<file path="config.mk">
export PLATFORM = sky130hd
export DESIGN_NAME = min_max_selection_sorter_unit
export DESIGN_NICKNAME = d
export VERILOG_FILES = /design/src/mms_pkg.sv /design/src/mms_ram.sv /design/src/min_max_selection_sorter_unit.sv
export SDC_FILE = /design/constraint.sdc
export NUM_CORES = 2
export LEC_CHECK = 0
export ABC_CLOCK_PERIOD_IN_PS = 7200
export BUFFER_PORTS_ARGS = -buffer_cell sky130_fd_sc_hd__buf_4
export CELL_PAD_IN_SITES_DETAIL_PLACEMENT = 1
export CELL_PAD_IN_SITES_GLOBAL_PLACEMENT = 2
export CORE_ASPECT_RATIO = 2
export CORE_MARGIN = 2
export CORE_UTILIZATION = 51
export DETAILED_ROUTE_END_ITERATION = 6
export PLACE_DENSITY = 0.9
export SETUP_SLACK_MARGIN = 0.15
export SLEW_MARGIN = 20
export SYNTH_ARGS = -nofsm -noshare
export SYNTH_HDL_FRONTEND = slang
export SYNTH_HIERARCHICAL = 1
export SYNTH_SLANG_ARGS = --single-unit
</file>
<file path="constraint.sdc">
create_clock -name aclk -period 7.2 [get_ports aclk]
set_input_delay 0.72 -clock aclk [delete_from_list [all_inputs] [get_ports aclk]]
set_output_delay 0.72 -clock aclk [all_outputs]
set_load 0.02 [all_outputs]
</file>
<file path="src/mms_pkg.sv">
// Package for the min/max selection sorter.
// Holds parameter defaults and the port width; no dependencies.
package mms_pkg;

    localparam int CAPACITY_DEF    = 64;
    localparam int VALUE_WIDTH_DEF = 32;
    localparam int PORT_WIDTH      = 32;

endpackage

</file>
<file path="src/mms_ram.sv">
// Generic single-write, single-read RAM with registered read data.
// Used as the element store of the sorter; depends on nothing.
module mms_ram #(
    parameter int WIDTH = 32,
    parameter int DEPTH = 64,
    parameter int AW    = (DEPTH > 1) ? $clog2(DEPTH) : 1
) (
    input  logic             aclk,
    input  logic             we,
    input  logic [AW-1:0]    waddr,
    input  logic [WIDTH-1:0] wdata,
    input  logic [AW-1:0]    raddr,
    output logic [WIDTH-1:0] rdata
);

    logic [WIDTH-1:0] mem [DEPTH];
    logic [WIDTH-1:0] rdata_reg;

    always_ff @(posedge aclk) begin
        if (we) begin
            mem[waddr] <= wdata;
        end
        rdata_reg <= mem[raddr];
    end

    assign rdata = rdata_reg;

endmodule

</file>
<file path="src/min_max_selection_sorter_unit.sv">
// Top level of the min/max selection sorter: load, double-ended selection sort, emit.
// Depends on mms_pkg and mms_ram.

// A set of values is loaded one request at a time (s_ready high) until a request
// with s_last arrives; requests beyond CAPACITY are dropped and the set is
// flagged as overflowed. The set is then sorted in place in a single-write,
// single-read element RAM by one shared min/max compare unit: each pass over a
// span of m entries reads one entry per cycle and then writes the two swaps (min
// slot, low end, max slot, high end). The sorted values are then sent out one at
// a time: read, load output register, hand over while m_ready is high; the next
// value is read only after the last is taken. s_ready stays low from the last
// request of a set until its final result is taken. The element store has no
// reset; only entries written in the current set are read.
module min_max_selection_sorter_unit
    import mms_pkg::*;
#(
    parameter int CAPACITY    = CAPACITY_DEF,
    parameter int VALUE_WIDTH = VALUE_WIDTH_DEF
) (
    input  logic                         aclk,
    input  logic                         aresetn,
    input  logic                         s_valid,
    output logic                         s_ready,
    input  logic signed [PORT_WIDTH-1:0] s_value,
    input  logic                         s_last,
    output logic                         m_valid,
    input  logic                         m_ready,
    output logic signed [PORT_WIDTH-1:0] m_sorted_value,
    output logic                         m_end_of_set,
    output logic                         m_overflowed
);

    localparam int AW = (CAPACITY > 1) ? $clog2(CAPACITY) : 1;
    localparam int CW = $clog2(CAPACITY + 1);
    localparam int VW = VALUE_WIDTH;

    // Sequencer codes
    localparam logic [3:0] ST_IDLE     = 4'd0;
    localparam logic [3:0] ST_SCAN     = 4'd1;
    localparam logic [3:0] ST_SCAN_END = 4'd2;
    localparam logic [3:0] ST_WR_MIN   = 4'd3;
    localparam logic [3:0] ST_WR_LO    = 4'd4;
    localparam logic [3:0] ST_WR_MAX   = 4'd5;
    localparam logic [3:0] ST_WR_HI    = 4'd6;
    localparam logic [3:0] ST_EM_RD    = 4'd7;
    localparam logic [3:0] ST_EM_LD    = 4'd8;
    localparam logic [3:0] ST_EM_OUT   = 4'd9;

    // Control registers
    logic [3:0]    state_reg, state_next;
    logic [CW-1:0] count_reg, count_next;
    logic          dropped_reg, dropped_next;
    logic          rd_vld_reg, rd_vld_next;
    logic          m_valid_reg, m_valid_next;

    // Sequencer and payload registers
    logic [AW-1:0] lo_reg, lo_next;
    logic [AW-1:0] hi_reg, hi_next;
    logic [AW-1:0] j_reg, j_next;
    logic [AW-1:0] k_reg, k_next;
    logic [AW-1:0] rd_idx_reg, rd_idx_next;
    logic [AW-1:0] min_idx_reg, min_idx_next;
    logic [AW-1:0] max_idx_reg, max_idx_next;
    logic [VW-1:0] min_val_reg, min_val_next;
    logic [VW-1:0] max_val_reg, max_val_next;
    logic [VW-1:0] vlo_reg, vlo_next;
    logic [VW-1:0] vhi_reg, vhi_next;
    logic signed [PORT_WIDTH-1:0] out_value_reg, out_value_next;
    logic          out_end_reg, out_end_next;

    // Element store port
    logic          mem_we;
    logic [AW-1:0] mem_waddr;
    logic [VW-1:0] mem_wdata;
    logic [AW-1:0] mem_raddr;
    logic [VW-1:0] mem_rdata;

    // Helpers
    logic [PORT_WIDTH+63:0] in_ext;
    logic [VW+63:0]         out_ext;
    logic                   store_full;
    logic [CW-1:0]          count_inc;
    logic [CW-1:0]          set_size;
    logic [AW-1:0]          max_idx_fix;
    logic [VW-1:0]          hi_after_min;
    logic [AW-1:0]          lo_inc;
    logic [AW-1:0]          hi_dec;
    logic                   k_is_last;
    logic                   s_fire;
    logic                   m_fire;

    mms_ram #(
        .WIDTH (VW),
        .DEPTH (CAPACITY),
        .AW    (AW)
    ) u_store (
        .aclk  (aclk),
        .we    (mem_we),
        .waddr (mem_waddr),
        .wdata (mem_wdata),
        .raddr (mem_raddr),
        .rdata (mem_rdata)
    );

    // Keep the low VALUE_WIDTH bits of the request; zero-fill above the port width.
    assign in_ext  = {64'd0, s_value};
    // Sign-extend the stored value and keep the port width.
    assign out_ext = {{64{mem_rdata[VW-1]}}, mem_rdata};

    assign s_ready = (state_reg == ST_IDLE);
    assign s_fire  = s_valid && s_ready;
    assign m_fire  = m_valid_reg && m_ready;

    assign store_full = (count_reg == CW'(CAPACITY));
    assign count_inc  = count_reg + CW'(1);
    assign set_size   = store_full ? count_reg : count_inc;

    // Swap bookkeeping: a max found at the pass start has moved to the min slot,
    // and the high end may have received the old low value.
    assign max_idx_fix  = (max_idx_reg == lo_reg) ? min_idx_reg : max_idx_reg;
    assign hi_after_min = (min_idx_reg == hi_reg) ? vlo_reg : vhi_reg;
    assign lo_inc       = lo_reg + AW'(1);
    assign hi_dec       = hi_reg - AW'(1);
    assign k_is_last    = ((CW'(k_reg) + CW'(1)) == count_reg);

    always_comb begin
        state_next   = state_reg;
        count_next   = count_reg;
        dropped_next = dropped_reg;
        rd_vld_next  = 1'b0;
        m_valid_next = m_valid_reg;
        lo_next      = lo_reg;
        hi_next      = hi_reg;
        j_next       = j_reg;
        k_next       = k_reg;
        rd_idx_next  = rd_idx_reg;
        min_idx_next = min_idx_reg;
        max_idx_next = max_idx_reg;
        min_val_next = min_val_reg;
        max_val_next = max_val_reg;
        vlo_next     = vlo_reg;
        vhi_next     = vhi_reg;
        out_value_next = out_value_reg;
        out_end_next   = out_end_reg;
        mem_we       = 1'b0;
        mem_waddr    = count_reg[AW-1:0];
        mem_wdata    = in_ext[VW-1:0];
        mem_raddr    = j_reg;

        // Shared min/max compare unit: fold in the entry read last cycle.
        if (rd_vld_reg) begin
            if (rd_idx_reg == lo_reg) begin
                min_val_next = mem_rdata;
                max_val_next = mem_rdata;
                min_idx_next = lo_reg;
                max_idx_next = lo_reg;
                vlo_next     = mem_rdata;
            end else if ($signed(mem_rdata) < $signed(min_val_reg)) begin
                min_val_next = mem_rdata;
                min_idx_next = rd_idx_reg;
            end else if ($signed(max_val_reg) < $signed(mem_rdata)) begin
                max_val_next = mem_rdata;
                max_idx_next = rd_idx_reg;
            end
            if (rd_idx_reg == hi_reg) begin
                vhi_next = mem_rdata;
            end
        end

        case (state_reg)
            ST_IDLE: begin
                if (s_fire) begin
                    // Store while there is room, otherwise drop and flag.
                    if (!store_full) begin
                        mem_we     = 1'b1;
                        count_next = count_inc;
                    end else begin
                        dropped_next = 1'b1;
                    end
                    if (s_last) begin
                        lo_next = '0;
                        j_next  = '0;
                        hi_next = AW'(set_size - CW'(1));
                        k_next  = '0;
                        if (set_size > CW'(1)) begin
                            state_next = ST_SCAN;
                        end else begin
                            state_next = ST_EM_RD;
                        end
                    end
                end
            end
            ST_SCAN: begin
                // Issue one read per cycle across the unsorted span.
                mem_raddr   = j_reg;
                rd_vld_next = 1'b1;
                rd_idx_next = j_reg;
                if (j_reg == hi_reg) begin
                    state_next = ST_SCAN_END;
                end else begin
                    j_next = j_reg + AW'(1);
                end
            end
            ST_SCAN_END: begin
                state_next = ST_WR_MIN;
            end
            ST_WR_MIN: begin
                mem_we     = 1'b1;
                mem_waddr  = min_idx_reg;
                mem_wdata  = vlo_reg;
                state_next = ST_WR_LO;
            end
            ST_WR_LO: begin
                mem_we     = 1'b1;
                mem_waddr  = lo_reg;
                mem_wdata  = min_val_reg;
                state_next = ST_WR_MAX;
            end
            ST_WR_MAX: begin
                mem_we     = 1'b1;
                mem_waddr  = max_idx_fix;
                mem_wdata  = hi_after_min;
                state_next = ST_WR_HI;
            end
            ST_WR_HI: begin
                mem_we    = 1'b1;
                mem_waddr = hi_reg;
                mem_wdata = max_val_reg;
                lo_next   = lo_inc;
                hi_next   = hi_dec;
                j_next    = lo_inc;
                k_next    = '0;
                if (lo_inc < hi_dec) begin
                    state_next = ST_SCAN;
                end else begin
                    state_next = ST_EM_RD;
                end
            end
            ST_EM_RD: begin
                mem_raddr  = k_reg;
                state_next = ST_EM_LD;
            end
            ST_EM_LD: begin
                out_value_next = out_ext[PORT_WIDTH-1:0];
                out_end_next   = k_is_last;
                m_valid_next   = 1'b1;
                state_next     = ST_EM_OUT;
            end
            ST_EM_OUT: begin
                if (m_ready) begin
                    m_valid_next = 1'b0;
                    if (out_end_reg) begin
                        // Set done: clear for the next set.
                        count_next   = '0;
                        dropped_next = 1'b0;
                        state_next   = ST_IDLE;
                    end else begin
                        k_next     = k_reg + AW'(1);
                        state_next = ST_EM_RD;
                    end
                end
            end
            default: begin
                state_next = ST_IDLE;
            end
        endcase
    end

    always_ff @(posedge aclk) begin
        if (!aresetn) begin
            state_reg   <= ST_IDLE;
            count_reg   <= '0;
            dropped_reg <= 1'b0;
            rd_vld_reg  <= 1'b0;
            m_valid_reg <= 1'b0;
        end else begin
            state_reg   <= state_next;
            count_reg   <= count_next;
            dropped_reg <= dropped_next;
            rd_vld_reg  <= rd_vld_next;
            m_valid_reg <= m_valid_next;
        end
    end

    always_ff @(posedge aclk) begin
        lo_reg        <= lo_next;
        hi_reg        <= hi_next;
        j_reg         <= j_next;
        k_reg         <= k_next;
        rd_idx_reg    <= rd_idx_next;
        min_idx_reg   <= min_idx_next;
        max_idx_reg   <= max_idx_next;
        min_val_reg   <= min_val_next;
        max_val_reg   <= max_val_next;
        vlo_reg       <= vlo_next;
        vhi_reg       <= vhi_next;
        out_value_reg <= out_value_next;
        out_end_reg   <= out_end_next;
    end

    assign m_valid        = m_valid_reg;
    assign m_sorted_value = out_value_reg;
    assign m_end_of_set   = out_end_reg;
    assign m_overflowed   = dropped_reg;

    // Loading and emitting never overlap.
    a_no_load_while_emit: assert property (@(posedge aclk) disable iff (!aresetn)
        !(s_ready && m_valid_reg))
        else $error("input ready while a result is pending");

    // The fill count never passes the store depth.
    a_count_bound: assert property (@(posedge aclk) disable iff (!aresetn)
        count_reg <= CW'(CAPACITY))
        else $error("element count beyond capacity");

    // A scan always covers a span of at least two entries.
    a_scan_span: assert property (@(posedge aclk) disable iff (!aresetn)
        (state_reg == ST_SCAN) |-> (lo_reg < hi_reg))
        else $error("scan with empty span");

    // Taking the final result returns the block to loading with an empty store.
    a_set_close: assert property (@(posedge aclk) disable iff (!aresetn)
        (m_fire && out_end_reg) |=> (s_ready && (count_reg == '0) && !dropped_reg))
        else $error("set not closed after final result");

endmodule
</file>
==> results.py <==
metrics = {
    "run_status": {
        "status": "complete, but fails checks",
        "failed_checks": "DRC",
    },
    "sta": {
        "worstMarginPinSlew_ns": 1.23,
        "slew_viol_final": 0,
        "finalCritPeriodShare_pct": 77.0,
        "fin_ws_ns": 1.66,
        "rsz0062_at_grt": "false",
        "fin_crit_ns": 5.54,
        "finalHoldViolCount": 0,
        "fmax_ghz": 0.180,
        "slew-limit-headroom_pct": 18.2,
        "clock_skew_ns": 0.0489,
        "setup_violations": 0,
        "fin_tns_setup_ns": 0,
    },
    "cells_and_area": {
        "final_cell_mix": "edfxtp_1 (2251), mux4_2 (544), buf_4 (213), clkbuf_16 (187), mux2i_1 (134)",
        "area_growth_pct": 11.6,
        "largest_reg_flops": 2048,
        "stdcell_count": 6848,
        "regMostFlops": "u_store/mem",
        "num-fill-cells": 14700,
        "drive_above_1_share_pct": 25.2,
        "nNetsFinal": 4516,
        "multi_input_area_sq_um": 20300,
        "seqCellArea_sq_um": 68500,
        "final_common_cell": "edfxtp_1",
    },
    "worst_setup_path": {
        "criticalPathCategory": "flip-flop to flip-flop",
        "crit_path_top_delay_cell": "nor2_4",
        "crit-reg2reg-capture": "u_store/mem[61][3]",
        "worst-r2r-setup-slack_ns": 1.66,
        "cp-startpoint": "lo_reg[0]",
        "crit_path_frequent_cell": "nand3_1",
        "slowest_delay_ns": 1.17,
        "worstSetupPathDepth": 9,
        "r2r_start": "lo_reg[0]",
        "crit_arrival_ns": 6.07,
        "path_max_fanout": 21,
        "worst_ep_required_time_ns": 7.72,
        "crit_family": "simple AND/OR/NAND/NOR gates",
        "path_cells": "xor2_1, nor4_1, nand3_1, mux2i_1, o211ai_1, nor2b_1, nand3_1, nor2_4, buf_4",
        "start_kind": "flip-flop",
        "cp-endpoint": "u_store/mem[61][3]",
        "crit_buf_inv": 1,
        "reg2reg_depth": 9,
        "endpoint_kind": "flip-flop",
    },
    "yosys": {
        "synth_edf_count": 2251,
        "syn_area_per_cell_sq_um": 21.3,
        "synth.distinct_cells": 71,
        "synth_area_leader_cell": "edfxtp_1",
        "synth.area.top_cells": "edfxtp_1 (75%), mux4_2 (14%), mux2i_1 (1.5%), ha_1 (1.0%), dfxtp_1 (1.0%)",
        "synthCells": 4219,
        "synthArstFlopShare_pct": 0,
        "yosysTopAreaCellShare_pct": 75.4,
        "ys_seq_elements": 2297,
        "ys_seq_area_share_pct": 76.4,
        "syn-cell-area_sq_um": 89700,
        "synth_top_flop_cell": "edfxtp_1",
        "mappedNetlistNets": 4331,
        "synth_warnings": 6,
    },
    "placed_design": {
        "gp_congestion": 0.886,
        "place_ws_ns": 1.95,
        "dpl.hpwl_um": 152000,
        "numPortBuffers": 72,
        "numPlacedInstances": 6514,
    },
    "detailed_routing": {
        "drc": 13,
        "wl_met2_um": 140000,
        "wl_per_cell_um": 38.1,
        "postRouteAntennaNets": 0,
        "drt_iter0_markers": 6747,
        "vias": 46500,
        "highest_layer": "met4",
        "avgViaCountPerCell": 6.79,
        "drt_wl_total_um": 261000,
        "firstDrtPassIters": 7,
        "dr_wl_met3_um": 21000,
        "met1_length_um": 81100,
    },
    "die": {
        "dieArea_sq_um": 179000,
        "rows": 217,
        "die_x_um": 300,
        "die_height_um": 597,
        "core_area_sq_um": 175000,
        "ioPinCount": 73,
        "initial_core_util_pct": 51.4,
    },
    "job": {
        "maxCapViolations": 0,
    },
    "clocking": {
        "cts_tree": "built",
        "ctsHoldBuffers": 0,
        "cts.htree.levels": 4,
        "cts_buffers": 183,
        "cts_setup_buffers": 0,
        "clk_pin_slew_ns": 0.07,
        "cts-root-buf": "clkbuf_16",
        "cts.sinks": 2297,
        "cts-resized-gates": 0,
        "cts_buffer_depth": 4,
        "clock_latency_ns": 0.84,
    },
    "grt": {
        "grt_max_degree": 88,
        "grt_pass1_wl_um": 373000,
        "overflow": 0,
        "grtUsageTotal_pct": 29.3,
        "grt_pass1_vias": 49700,
        "grt_antenna_before_repair": 8,
    },
    "power": {
        "ir_drop_uv": 567,
        "powerDensity_nw_per_um2": 426,
        "p_leak_nw": 31.5,
    },
    "worst_hold_path": {
        "hold_path.class": "input pin to flip-flop",
    },
}
-- layout make-up --
type | instances | share of cell area (%)
Antenna cell | 3 | 0.00750
Tap cell | 2299 | 2.88
Sequential cell | 2297 | 68.5
Timing Repair Buffer | 232 | 1.95
Clock inverter | 108 | 1.25
Inverter | 77 | 0.290
Multi-Input combinational cell | 1613 | 20.3
Clock buffer | 219 | 4.83
-- layer usage --
layer	track usage [%]	up-vias
met1	32.8	24200
met3	4.16	919
met5	0	-
met4	18.2	0
li1	-	17900
met2	52.5	3475
-- cells in the mapped netlist (4+ instances only) --
master       n
edfxtp_1  2251
mux4_2     544
nor2_1     173
mux2i_1    134
clkbuf_1   107
a21oi_1     92
nand2_1     92
o22ai_1     86
inv_1       76
ha_1        75
buf_2       67
dfxtp_1     46
o211ai_1    41
a222oi_1    38
xnor2_1     34
buf_4       28
xor2_1      28
o221ai_1    27
nor2b_1     25
nand3_1     24
buf_1       22
a22oi_1     17
nand2b_1    17
o21ai_0     17
a21o_1      15
nand4_1     14
nor3_1      13
a311oi_1     9
and3_1       9
and2_1       7
buf_6        7
mux2_2       7
nor4_1       7
nand3b_1     6
or3_1        5
a41o_1       4
o32ai_1      4
-- how the worst min path moves through the flow --
stage	from	to	slack, ns	cells after the start
CTS	m_ready	m_overflowed	0.14	2
global placement	j_reg[5]	rd_idx_reg[5]	0.53	0
detailed placement	j_reg[5]	rd_idx_reg[5]	0.55	0
finish	m_ready	m_overflowed	0.17	2
floorplan	u_store/rdata[0]	m_sorted_value[0]	0.49	0
global route	m_ready	m_overflowed	0.17	2
-- cells by family after synthesis --
family	after synthesis	share of synthesized area, %
DFF	2297	76.4
muxes	685	15.2
and+or+nand+nor	415	2.18
AOI/OAI and AO/OA	375	2.91
buffers and inverters	309	1.57
adders and majority gates	75	1.05
xor gates and xnor gates	63	0.624
-- per-stage QoR --
| step | power, W | utilization (%) | area (sq um) | hold WS [ns] |
|---|---|---|---|---|
| after floorplan | 0.0266 | - | 89700 | 0.491 |
| after global placement | 0.0309 | 53.8 | 93900 | 0.535 |
| after detailed placement | 0.0316 | 53.8 | 93900 | 0.548 |
| after CTS | 0.0424 | 57.3 | 100000 | 0.143 |
| after global routing | 0.0435 | 57.3 | 100000 | 0.175 |
| final | 0.0426 | 57.3 | 100000 | 0.173 |
-- power breakdown --
group          internal (W)  switching [W]  total [W]
Clock               0.00575        0.00483     0.0106
Sequential           0.0175       0.000680     0.0181
Combinational       0.00477        0.00909     0.0139
Power figures use the tool's default switching activity.
